$ cat src/rtl/core/dotq_pkg.sv
// Package for the deadline ordered task queue: field widths, command and
// status codes, and the item and entry types. No dependencies.
`timescale 1ns / 1ps
package dotq_pkg;
	localparam int ID_W   = 8;
	localparam int TIME_W = 32;

	localparam logic [1:0] CMD_INSERT  = 2'd0;
	localparam logic [1:0] CMD_TICK    = 2'd1;
	localparam logic [1:0] CMD_REMOVE  = 2'd2;
	localparam logic [1:0] CMD_DEQUEUE = 2'd3;

	localparam logic [1:0] ST_OK   = 2'd0;
	localparam logic [1:0] ST_NONE = 2'd1;
	localparam logic [1:0] ST_FULL = 2'd2;

	typedef struct packed {
		logic [1:0]        cmd;
		logic [ID_W-1:0]   task_id;
		logic [TIME_W-1:0] deadline;
		logic [TIME_W-1:0] elapsed;
	} req_t;

	typedef struct packed {
		logic [ID_W-1:0] out_task_id;
		logic [1:0]      status;
		logic            last;
	} rsp_t;

	typedef struct packed {
		logic [TIME_W-1:0] deadline;
		logic [ID_W-1:0]   id;
	} entry_t;
endpackage

$ cat src/rtl/core/dotq_ram.sv
// Generic single write port, single read port RAM with registered read data.
// No dependencies.
`timescale 1ns / 1ps
module dotq_ram #(
	parameter int WIDTH = 40,
	parameter int DEPTH = 16
) (
	input  logic                     clk,
	input  logic                     we,
	input  logic [$clog2(DEPTH)-1:0] waddr,
	input  logic [WIDTH-1:0]         wdata,
	input  logic [$clog2(DEPTH)-1:0] raddr,
	output logic [WIDTH-1:0]         rdata
);
	logic [WIDTH-1:0] mem [DEPTH];

	always_ff @(posedge clk) begin
		if (we) begin
			mem[waddr] <= wdata;
		end
		rdata <= mem[raddr];
	end
endmodule

$ cat src/rtl/core/deadline_ordered_task_queue.sv
// Top level of the deadline ordered task queue: command sequencer around one
// entry RAM. Depends on dotq_pkg and dotq_ram.
`timescale 1ns / 1ps
// The queue keeps up to MAX_TASKS tasks in deadline order in a circular buffer
// held in one RAM. A command is taken when start is high and busy is low; its
// results appear with rsp_valid, one at a time, and cannot be held off. The RAM
// walk moves one entry per cycle: dequeue reads the head entry, insert walks
// from the tail past the entries with later deadlines, tick visits every entry,
// and remove scans to the match and then shifts the entries ahead of it.
// There is no clearing pass after reset.
module deadline_ordered_task_queue #(
	parameter int MAX_TASKS = 16
) (
	input  logic          clk,
	input  logic          arst_n,
	input  logic          start,
	output logic          busy,
	input  dotq_pkg::req_t req,
	output logic          rsp_valid,
	output dotq_pkg::rsp_t rsp
);
	import dotq_pkg::*;

	localparam int AW = $clog2(MAX_TASKS);
	localparam int CW = $clog2(MAX_TASKS + 1);
	localparam int EW = TIME_W + ID_W;

	localparam logic [2:0] S_IDLE   = 3'd0;
	localparam logic [2:0] S_INS    = 3'd1;
	localparam logic [2:0] S_PUT    = 3'd2;
	localparam logic [2:0] S_TICK   = 3'd3;
	localparam logic [2:0] S_TEND   = 3'd4;
	localparam logic [2:0] S_RSCAN  = 3'd5;
	localparam logic [2:0] S_RSHIFT = 3'd6;
	localparam logic [2:0] S_DEQ    = 3'd7;

	logic [2:0]        st_q, st_d;
	logic [AW-1:0]     head_q, head_d;
	logic [CW-1:0]     cnt_q, cnt_d;
	logic [CW-1:0]     idx_q, idx_d;
	logic [CW-1:0]     w1_q, w1_d;
	logic [ID_W-1:0]   id_q, id_d;
	logic [TIME_W-1:0] tm_q, tm_d;
	logic [ID_W-1:0]   pend_q, pend_d;
	logic              pendv_q, pendv_d;
	logic              ov_q, ov_d;
	rsp_t              rsp_q, rsp_d;

	logic              we;
	logic [AW-1:0]     waddr, raddr;
	entry_t            wdata, rdata;
	logic [EW-1:0]     rdata_raw;

	// Maps a logical queue position to its RAM address.
	function automatic logic [AW-1:0] phys(input logic [AW-1:0] h, input logic [CW-1:0] l);
		logic [CW:0] s;
		s = {{(CW + 1 - AW){1'b0}}, h} + {1'b0, l};
		if (s >= (CW + 1)'(MAX_TASKS)) begin
			s = s - (CW + 1)'(MAX_TASKS);
		end
		return s[AW-1:0];
	endfunction

	dotq_ram #(.WIDTH(EW), .DEPTH(MAX_TASKS)) u_ram (
		.clk  (clk),
		.we   (we),
		.waddr(waddr),
		.wdata(wdata),
		.raddr(raddr),
		.rdata(rdata_raw)
	);

	assign rdata = entry_t'(rdata_raw);

	always_comb begin
		st_d    = st_q;
		head_d  = head_q;
		cnt_d   = cnt_q;
		idx_d   = idx_q;
		w1_d    = w1_q;
		id_d    = id_q;
		tm_d    = tm_q;
		pend_d  = pend_q;
		pendv_d = pendv_q;
		ov_d    = 1'b0;
		rsp_d   = rsp_q;
		we      = 1'b0;
		waddr   = '0;
		wdata   = rdata;
		raddr   = '0;
		case (st_q)
			S_IDLE: begin
				if (start) begin
					id_d = req.task_id;
					tm_d = (req.cmd == CMD_TICK) ? req.elapsed : req.deadline;
					case (req.cmd)
						CMD_INSERT: begin
							if (cnt_q == CW'(MAX_TASKS)) begin
								ov_d  = 1'b1;
								rsp_d = '{out_task_id: '0, status: ST_FULL, last: 1'b1};
							end else if (req.task_id == '0) begin
								ov_d  = 1'b1;
								rsp_d = '{out_task_id: '0, status: ST_NONE, last: 1'b1};
							end else if (cnt_q == '0) begin
								idx_d = '0;
								st_d  = S_PUT;
							end else begin
								raddr = phys(head_q, cnt_q - 1'b1);
								idx_d = cnt_q - 1'b1;
								st_d  = S_INS;
							end
						end
						CMD_TICK: begin
							if (cnt_q == '0) begin
								ov_d  = 1'b1;
								rsp_d = '{out_task_id: '0, status: ST_NONE, last: 1'b1};
							end else begin
								raddr   = phys(head_q, cnt_q - 1'b1);
								idx_d   = cnt_q - 1'b1;
								w1_d    = cnt_q;
								pendv_d = 1'b0;
								st_d    = S_TICK;
							end
						end
						CMD_REMOVE: begin
							if (cnt_q == '0 || req.task_id == '0) begin
								ov_d  = 1'b1;
								rsp_d = '{out_task_id: '0, status: ST_NONE, last: 1'b1};
							end else begin
								raddr = head_q;
								idx_d = '0;
								st_d  = S_RSCAN;
							end
						end
						default: begin
							if (cnt_q == '0) begin
								ov_d  = 1'b1;
								rsp_d = '{out_task_id: '0, status: ST_NONE, last: 1'b1};
							end else begin
								raddr = head_q;
								st_d  = S_DEQ;
							end
						end
					endcase
				end
			end
			S_INS: begin
				we    = 1'b1;
				waddr = phys(head_q, idx_q + 1'b1);
				if (rdata.deadline > tm_q) begin
					wdata = rdata;
					if (idx_q == '0) begin
						st_d = S_PUT;
					end else begin
						raddr = phys(head_q, idx_q - 1'b1);
						idx_d = idx_q - 1'b1;
					end
				end else begin
					wdata = '{deadline: tm_q, id: id_q};
					cnt_d = cnt_q + 1'b1;
					ov_d  = 1'b1;
					rsp_d = '{out_task_id: '0, status: ST_OK, last: 1'b1};
					st_d  = S_IDLE;
				end
			end
			S_PUT: begin
				we    = 1'b1;
				waddr = phys(head_q, idx_q);
				wdata = '{deadline: tm_q, id: id_q};
				cnt_d = cnt_q + 1'b1;
				ov_d  = 1'b1;
				rsp_d = '{out_task_id: '0, status: ST_OK, last: 1'b1};
				st_d  = S_IDLE;
			end
			S_TICK: begin
				// Survivors are packed toward the tail; the expired id is held
				// back one step so that the final one can carry last.
				if (rdata.deadline <= tm_q) begin
					if (pendv_q) begin
						ov_d  = 1'b1;
						rsp_d = '{out_task_id: pend_q, status: ST_OK, last: 1'b0};
					end
					pend_d  = rdata.id;
					pendv_d = 1'b1;
				end else begin
					we    = 1'b1;
					waddr = phys(head_q, w1_q - 1'b1);
					wdata = '{deadline: rdata.deadline - tm_q, id: rdata.id};
					w1_d  = w1_q - 1'b1;
				end
				if (idx_q == '0) begin
					head_d = phys(head_q, w1_d);
					cnt_d  = cnt_q - w1_d;
					st_d   = S_TEND;
				end else begin
					raddr = phys(head_q, idx_q - 1'b1);
					idx_d = idx_q - 1'b1;
				end
			end
			S_TEND: begin
				ov_d = 1'b1;
				if (pendv_q) begin
					rsp_d = '{out_task_id: pend_q, status: ST_OK, last: 1'b1};
				end else begin
					rsp_d = '{out_task_id: '0, status: ST_NONE, last: 1'b1};
				end
				st_d = S_IDLE;
			end
			S_RSCAN: begin
				if (rdata.id == id_q) begin
					if (idx_q == '0) begin
						head_d = phys(head_q, CW'(1));
						cnt_d  = cnt_q - 1'b1;
						ov_d   = 1'b1;
						rsp_d  = '{out_task_id: id_q, status: ST_OK, last: 1'b1};
						st_d   = S_IDLE;
					end else begin
						raddr = phys(head_q, idx_q - 1'b1);
						idx_d = idx_q - 1'b1;
						st_d  = S_RSHIFT;
					end
				end else if (idx_q == cnt_q - 1'b1) begin
					ov_d  = 1'b1;
					rsp_d = '{out_task_id: '0, status: ST_NONE, last: 1'b1};
					st_d  = S_IDLE;
				end else begin
					raddr = phys(head_q, idx_q + 1'b1);
					idx_d = idx_q + 1'b1;
				end
			end
			S_RSHIFT: begin
				// Entries ahead of the match move one place toward the tail.
				we    = 1'b1;
				waddr = phys(head_q, idx_q + 1'b1);
				wdata = rdata;
				if (idx_q == '0) begin
					head_d = phys(head_q, CW'(1));
					cnt_d  = cnt_q - 1'b1;
					ov_d   = 1'b1;
					rsp_d  = '{out_task_id: id_q, status: ST_OK, last: 1'b1};
					st_d   = S_IDLE;
				end else begin
					raddr = phys(head_q, idx_q - 1'b1);
					idx_d = idx_q - 1'b1;
				end
			end
			S_DEQ: begin
				head_d = phys(head_q, CW'(1));
				cnt_d  = cnt_q - 1'b1;
				ov_d   = 1'b1;
				rsp_d  = '{out_task_id: rdata.id, status: ST_OK, last: 1'b1};
				st_d   = S_IDLE;
			end
			default: begin
				st_d = S_IDLE;
			end
		endcase
	end

	always_ff @(posedge clk or negedge arst_n) begin
		if (!arst_n) begin
			st_q    <= S_IDLE;
			head_q  <= '0;
			cnt_q   <= '0;
			pendv_q <= 1'b0;
			ov_q    <= 1'b0;
		end else begin
			st_q    <= st_d;
			head_q  <= head_d;
			cnt_q   <= cnt_d;
			pendv_q <= pendv_d;
			ov_q    <= ov_d;
		end
	end

	always_ff @(posedge clk) begin
		idx_q  <= idx_d;
		w1_q   <= w1_d;
		id_q   <= id_d;
		tm_q   <= tm_d;
		pend_q <= pend_d;
		rsp_q  <= rsp_d;
	end

	assign busy      = (st_q != S_IDLE);
	assign rsp_valid = ov_q;
	assign rsp       = rsp_q;

`ifndef SYNTH
	a_cnt_range: assert property (@(posedge clk) disable iff (!arst_n)
		cnt_q <= CW'(MAX_TASKS))
		else $error("entry count above capacity");

	a_head_range: assert property (@(posedge clk) disable iff (!arst_n)
		head_q < AW'(MAX_TASKS) || AW'(MAX_TASKS) == '0)
		else $error("head pointer out of range");

	a_no_idle_write: assert property (@(posedge clk) disable iff (!arst_n)
		!busy |-> !we)
		else $error("RAM write while idle");

	a_full_keeps_count: assert property (@(posedge clk) disable iff (!arst_n)
		(rsp_valid && rsp.status == ST_FULL) |-> cnt_q == CW'(MAX_TASKS))
		else $error("full status with free entries");
`endif
endmodule
$ cat config.mk
export PLATFORM = sky130hd
export DESIGN_NAME = deadline_ordered_task_queue
export DESIGN_NICKNAME = d
export VERILOG_FILES = /design/src/rtl/core/dotq_pkg.sv /design/src/rtl/core/dotq_ram.sv /design/src/rtl/core/deadline_ordered_task_queue.sv
export SDC_FILE = /design/constraint.sdc
export NUM_CORES = 1
export LEC_CHECK = 0
export ABC_AREA = 1
export BUFFER_PORTS_ARGS = -buffer_cell sky130_fd_sc_hd__clkbuf_2
export CAP_MARGIN = 20
export CORE_ASPECT_RATIO = 1.1
export CORE_MARGIN = 2
export CORE_UTILIZATION = 65
export CTS_CLUSTER_SIZE = 20
export DETAILED_ROUTE_END_ITERATION = 6
export HOLD_SLACK_MARGIN = 0.03
export MAX_ROUTING_LAYER = met4
export PLACE_DENSITY = 0.82
export SYNTH_ARGS = -nofsm -noshare
export SYNTH_HDL_FRONTEND = slang
export SYNTH_HIERARCHICAL = 1
export SYNTH_SLANG_ARGS = --single-unit
$ cat constraint.sdc
create_clock -name clk -period 8.12 [get_ports clk]
set_input_delay 1.624 -clock clk [delete_from_list [all_inputs] [get_ports clk]]
set_output_delay 1.624 -clock clk [all_outputs]
set_load 0.01 [all_outputs]
### After elaboration in Yosys (flattened, before gate mapping)

Memories as Yosys holds them, arrays and structs flattened. A register that Yosys moved wholly into a read port is not among the register bits.
Cells that the tools add are included.

* memories kept: 1
* bits in registers: 83
* RAM bits: 640
* output and inout bits: 13

* add/sub/neg operators: 21
* $lt $le $gt $ge: 9
* muxes and demuxes: 104
* eq/ne operators: 34
* reductions and logical operators: 24

Memory list
* u_ram.mem: depth 16, bits a word 40, rd ports 1, clocked after Yosys merged registers in 1, wr ports 1, line dotq_ram.sv:15 `logic [WIDTH-1:0] mem [DEPTH];`

Operators with widths (count)
* $mux W11: 12
* $pmux W40 S3: 1
* $mux W5: 19
* $pmux W11 S8: 1
* $mux W4: 21
* $mux W40: 2
* $mux W3: 13
* $add A4 B5 Y6: 6
* $ge A6 B5 Y1 const B: 6
* $gt A32 B32 Y1: 1
* $le A32 B32 Y1: 1
* $mux W32: 1
* $pmux W4 S4: 2
* $sub A32 B32 Y32: 1
* $pmux W5 S6: 1
* $sub A4 B1 Y4 const B: 7
* $ne A3 B3 Y1 const B: 8
* $pmux W4 S3: 2
* $pmux W11 S2: 1
* $ne A2 B2 Y1 const B: 10
* $pmux W5 S4: 1
* $mux W1: 18
* $pmux W3 S6: 1
* $pmux W5 S3: 1
* 38 further kinds: 55

### Depth between registers and ports, before layout

* depth after elaboration: 10
* depth in mapped cells: 29
* depth with buffers taken out: 27

### Modules after synthesis

Netlist, hierarchy kept.

Modules (own cells, without submodules)
* dotq_ram: area an instance 28290.9 µm², sequential area each 20019.2 µm², times used 1, cells each 2643
* deadline_ordered_task_queue: area an instance 8602.0 µm², sequential area each 2422.3 µm², times used 1, cells each 1272

### Worst setup path after synthesis

Ideal clock, no wire load.

* path type: register to register
* start: register tm_q[0]
* end: memory u_ram.mem[12][0] (enable)
* setup time: 438 ps
* arrival: 4303 ps
* clock period less this slack: 4741 ps
* stages on the path, launching flop included: 20
* slack: 3379 ps
* path through: edfxtp_1 > ha_1 > fa_1 > inv_1 > nand3_1 > nand2_1 > nand2_1 > nand2_2 > nand2_2 > nand2_4 > nand2_2 > nand2_2 > nand2_2 > buf_6 > nor2_8 > inv_2 > buf_2 > o221ai_1 > nand3_1 > nor2_1

* elaborated cells on any way between the ends: 7
* those cells by class: 1 x order compare; 6 x mux

RTL lines
* start: declaration: line deadline_ordered_task_queue.sv:43 `logic [TIME_W-1:0] tm_q, tm_d;`
* start signal: assignment: line deadline_ordered_task_queue.sv:280 `tm_q <= tm_d;`
* $le A32 B32 Y1: line deadline_ordered_task_queue.sv:178 `if (rdata.deadline <= tm_q) begin`
* $mux W4: line deadline_ordered_task_queue.sv:178
* $pmux W4 S3: line deadline_ordered_task_queue.sv:91 `case (st_q)`
* named net waddr[3]: line deadline_ordered_task_queue.sv:50 `logic [AW-1:0] waddr, raddr;`
* end: declaration: line dotq_ram.sv:15

The timed path passes the listed nets, and every way through them passes these cells.

### Worst setup path in the final report

* start: register u_ram.rdata[8] (read register of u_ram.mem)
* end: register u_ram.rdata[29] (read register of u_ram.mem)

* word-level cells in the longest chain between the ends: 3

Ends and longest elaborated chain
* start: declaration: line dotq_ram.sv:13 `output logic [WIDTH-1:0] rdata`
* $gt A32 B32 Y1: line deadline_ordered_task_queue.sv:150 `if (rdata.deadline > tm_q) begin`
* $mux W4: line deadline_ordered_task_queue.sv:150
* $pmux W4 S4: line deadline_ordered_task_queue.sv:91
* named net raddr[2]: line deadline_ordered_task_queue.sv:50

The timed path passes the listed nets, and every way through them passes these cells.
A chain may end at the register's enable or synchronous reset.

==> results by stage <==
Logic synthesis:
- The leading register cell type out of synthesis is sky130_fd_sc_hd__edfxtp_1.
- The mean area per synthesized cell is 9.423 um^2.
- The share of cell area taken by muxes after synthesis is 0.
- The share of the synthesized netlist area taken by xor and xnor gates is 0.01140.
- The number of standard cells after synthesis is 3915.
- By area, the combinational part of the netlist is dominated by simple AND/OR/NAND/NOR gates.
- The share of the synthesized area in compound gates (AO/OA/AOI/OAI) was 0.03378.
- The number of nets handed over by synthesis was 4063.
- The number of distinct library cells after synthesis is 52.
- Of the total synthesized cell area, the portion taken by full adders, half adders and majority gates is 0.02571.
- The netlist area before placement is 36890 um^2.
- Counting flops with a built-in enable in the synthesized netlist gives 709.
- The share of the yosys chip area belonging to registers is 0.6083.
- The number of warnings issued by yosys is 6.
- The synthesized design contains 763 register bits.
- Of the total synthesized cell area, the portion taken by AND, OR, NAND and NOR gates is 0.2275.
- The share of async-settable or async-resettable flops after synthesis is 0.01835.

Setup path:
- The largest delay contributor family on the critical path is simple AND/OR/NAND/NOR gates.
- STA classifies the critical path startpoint as a flop.
- The critical-path maximum fanout is 41.
- The worst setup path is captured at a flop.
- The endpoint arrival time on the critical path is 6.39 ns.
- The critical setup path kind is reg2reg.
- Data on the critical path is required at its endpoint by 8.68 ns.
- Together, buffers and inverters on the worst path number 5.
- The library cell contributing the largest single delay on the critical path is sky130_fd_sc_hd__clkinv_2.
- Walking the worst path, the cells encountered are inv_1 > ha_1 > fa_1 > inv_1 > nand3_1 > nand2_1 > nand2_1 > nand2_2 > nand2_2 > nand2_4 > nand2_2 > nand2_2 > nand2_2 > inv_1 > nand2_1 > nand3_1 > nand4_1 > nand3_4 > clkinv_2 > buf_4 > nand3_1 > nand3_1 > nand2_1.
- In this design, the critical path's most frequently occurring cell is sky130_fd_sc_hd__nand2_2.
- The largest incremental delay on the critical path is 0.79 ns.

Clock network:
- The clock insertion delay at the later pin of the skew report is 0.64 ns.
- The clock buffer count from CTS is 77.
- The total of cells resized after clock tree synthesis is 0.
- The H-tree level count is 3.
- The count of clock tree sinks is 763.
- The clock tree root driver cell is sky130_fd_sc_hd__clkbuf_16.
- The clock passes through at most 3 buffers.
- Post-CTS timing repair inserted 0 buffers for setup.
- The clock tree from TritonCTS is yes.
- In this run, post-CTS hold repair placed 0 buffers.
- The clock-pin slew on the worst setup and hold paths is 0.06 ns.

Timing:
- The final-report hold violation count was 0.
- In the finished design, the share of the clock period the worst path needs comes to 0.7183.
- The smallest clock period supported by the final layout is computed as 5.833 ns.
- The hold slack is 0.5099 ns.
- Once routing completed, OpenROAD measured the worst setup slack at 2.287 ns.
- The transition time at the pin with the least slew margin is 1.151 ns.
- The number of max-slew violations in the final report is 0.
- The total of endpoints with negative setup slack in the final report is 0.
- For the final database, setup skew stands at 0.03499 ns.
- Setup repair after global routing left no endpoint under its margin.
- Setup total negative slack on the finished layout was measured at 0 ns.
- For this run, the top clock speed supported by timing is 171.4 MHz.
- The worst pin sits at a relative slew slack of 0.2311.

Placement:
- The placed instances occupy a cell area of 37960 um^2.
- Before CTS, the worst setup slack after placement is 2.290 ns.
- After legalization and detailed placement, the total HPWL measured 59.37 mm.
- During placement, the flow inserted port buffers numbering 89.
- The congestion estimate from routability-driven global placement came to 0.9790.

Floorplan:
- The floorplan has 91 rows.
- The initial cell density of the core is 0.6572.
- In this run the horizontal extent of the chip is 231.2 um.
- The area inside the core boundary is 56130 um^2.
- During I/O placement, the number of pins put on the boundary was 90.
- The die extent in y is 253.9 um.
- The floorplan step defined a die boundary enclosing 58680 um^2.

Power and ir drop:
- The share of total power dissipated in sequential elements is 0.336.
- The completed layout was analyzed and its total power is 0.01918 W.
- The fraction of power consumed by the clock network is 0.190.
- The internal power consumption is 0.01068 W.
- Dividing total power by cell area gives a power density of 471.9 nW/um^2.
- The maximum ir drop on the vdd rail is 550.8 uV.
- The combinational share of power is 0.474.
- The switching part of the total power is 0.4430.
- Summed over all cells, the static leakage comes to 17.94 nW.
- The switching power is 0.008496 W.

Drt:
- The via count of the routed design is 27830.
- For this block, the initial DRC count from the detailed router was 3517.
- Wires add up to 99.45 mm.
- Dividing the detail-routed wire length by the instance count gives 20.77 um.
- The residual antenna-violating net count after detailed routing is 0.
- The mean number of vias per cell is 5.810.
- The first TritonRoute pass finished after 6 iterations.
- After detailed routing, the number of remaining DRC violations is 0.

Global route:
- Entering global routing, the biggest net connects 195 pins.
- The number of antenna violations at the first check in global routing came to 0.
- Across every metal layer, demand over resource in global routing totals 0.3496.
- The aggregate global routing overflow is 0.
- The number of global-route vias before repair came to 26510.
- The wire length of the first global-routing pass is 150.9 mm.

Worst hold path:
- The class of the most critical hold timing path is reg2reg.

Run status:
- The run finished with clean final reports.

Layout:
- The final instance area is 40640 um^2.
- In the final design database the tool counted 4131 nets.
- The share of final-layout standard cells stronger than drive strength 1 is 0.07960.
- Relative to the synthesized area, the layout overhead comes to 10.16%.
- The antenna cell count is 0.
- The fill cell instance count of the final layout is 3790.
- Summing all multi-input logic gate instances after layout gives 11160 um^2.
- The sequential cell area is 22440 um^2.

Job:
- The number of max-cap violations is 0.
final cells by class:
class / count / area share
inverter: 663 / 0.06157
multi-input combinational: 2327 / 0.2746
sequential: 763 / 0.5522
clock buffer: 98 / 0.05110
clock inverter: 43 / 0.01259
tap: 744 / 0.02290
timing repair buffer: 151 / 0.02509
state kept, by name, summed over array words and instances (netlist names), 4 cells and up:
signal,count
id_q,8
pend_q,8
w1_q,5
tm_q,32
u_ram/rdata,40
idx_q,5
cnt_q,5
rsp,11
head_q,4
u_ram/mem,640
Yosys cell counts (4+ instances only):
cell	n	area (um^2)
sky130_fd_sc_hd__nand2_1	1287	4831
sky130_fd_sc_hd__edfxtp_1	709	21290
sky130_fd_sc_hd__inv_1	653	2451
sky130_fd_sc_hd__nand3_1	545	2728
sky130_fd_sc_hd__nor2_1	105	394.1
sky130_fd_sc_hd__o21ai_0	71	355.3
sky130_fd_sc_hd__buf_2	63	315.3
sky130_fd_sc_hd__ha_1	63	788.3
sky130_fd_sc_hd__a21oi_1	58	290.3
sky130_fd_sc_hd__dfxtp_1	40	800.8
sky130_fd_sc_hd__clkbuf_1	38	142.6
sky130_fd_sc_hd__xor2_1	28	245.2
sky130_fd_sc_hd__nand4_1	27	168.9
sky130_fd_sc_hd__buf_4	24	180.2
sky130_fd_sc_hd__buf_6	21	236.5
sky130_fd_sc_hd__xnor2_1	20	175.2
sky130_fd_sc_hd__o211ai_1	17	127.6
sky130_fd_sc_hd__o221ai_1	16	140.1
sky130_fd_sc_hd__buf_1	15	56.30
sky130_fd_sc_hd__dfrtp_1	14	350.3
sky130_fd_sc_hd__nor3_1	12	60.06
sky130_fd_sc_hd__fa_1	8	160.2
sky130_fd_sc_hd__inv_2	7	26.28
sky130_fd_sc_hd__nand2_2	7	43.79
sky130_fd_sc_hd__o21bai_1	6	45.04
sky130_fd_sc_hd__nand3b_1	5	37.54
sky130_fd_sc_hd__o2111ai_1	5	43.79
sky130_fd_sc_hd__o21ai_1	5	25.02
sky130_fd_sc_hd__a22oi_1	4	30.03
sky130_fd_sc_hd__a31oi_1	4	25.02
sky130_fd_sc_hd__or2_2	4	25.02
per-stage QoR:
step / instances / utilization
2_1_floorplan: 3915 / -
3_3_place_gp: 4635 / 0.6747
3_5_place_dp: 4640 / 0.6762
4_1_cts: 4781 / 0.7224
5_1_grt: 4789 / 0.7240
6_report: 4789 / 0.7240
cells by family (layout without fill, tap and decap cells):
logic type / Yosys count / after routing
AO/OA/AOI/OAI: 205 / 205
XOR/XNOR: 48 / 48
adder cells (fa/ha/maj): 71 / 71
buffers and inverters: 825 / 955
flip-flops: 763 / 763
AND/OR/NAND/NOR: 2003 / 2003
worst paths after layout:
path                                startpoint         endpoint  slack (ns)  depth (start not counted)
worst max-delay path            u_ram/rdata[8]  u_ram/rdata[29]        2.29                         23
worst min-delay path            u_ram/rdata[1]        pend_q[1]        0.51                          0
worst max register to register  u_ram/rdata[8]  u_ram/rdata[29]        2.29                         23
worst min register to register  u_ram/rdata[1]        pend_q[1]        0.51                          0
max in group asynchronous               arst_n          pendv_q        6.84                          1
min in group asynchronous               arst_n        rsp_valid        0.94                          1
per-layer routing:
metal	part of all wire	GRT usage	routed length, um
met5	0	-	0
met4	0.033	0.1320	3256
met3	0.11	0.04758	10910
met2	0.48	0.5536	47260
met1	0.38	0.4658	38030
power by group through the flow:
stage	combinational [W]	sequential, W	clock (W)
after floorplan	0.00622	0.00636	0
after global placement	0.00854	0.00649	0
after detailed placement	0.00873	0.00650	0
after CTS	0.00885	0.00643	0.00367
after global routing	0.00991	0.00648	0.00381
final	0.00909	0.00644	0.00365
placed cells by master, fill, tap and decap left out, types with 9 or more instances in the layout:
cell type	synthesis	routed
sky130_fd_sc_hd__a21oi_1	58	58
sky130_fd_sc_hd__buf_4	24	52
sky130_fd_sc_hd__dfrtp_1	14	14
sky130_fd_sc_hd__clkbuf_1	38	15
sky130_fd_sc_hd__nor2_4	0	17
sky130_fd_sc_hd__nor3_1	12	12
sky130_fd_sc_hd__nand3_1	545	543
sky130_fd_sc_hd__o221ai_1	16	16
sky130_fd_sc_hd__clkbuf_2	0	89
sky130_fd_sc_hd__nand4_1	27	27
sky130_fd_sc_hd__xnor2_1	20	20
sky130_fd_sc_hd__bufinv_16	0	9
sky130_fd_sc_hd__clkinv_2	0	17
sky130_fd_sc_hd__clkbuf_16	0	78
sky130_fd_sc_hd__clkinv_1	1	9
sky130_fd_sc_hd__ha_1	63	63
sky130_fd_sc_hd__edfxtp_1	709	709
sky130_fd_sc_hd__inv_1	653	652
sky130_fd_sc_hd__o21ai_0	71	71
sky130_fd_sc_hd__o211ai_1	17	17
sky130_fd_sc_hd__dfxtp_1	40	40
sky130_fd_sc_hd__nand2_1	1287	1286
sky130_fd_sc_hd__nor2_1	105	88
sky130_fd_sc_hd__xor2_1	28	28
Power figures use the tool's default switching activity.
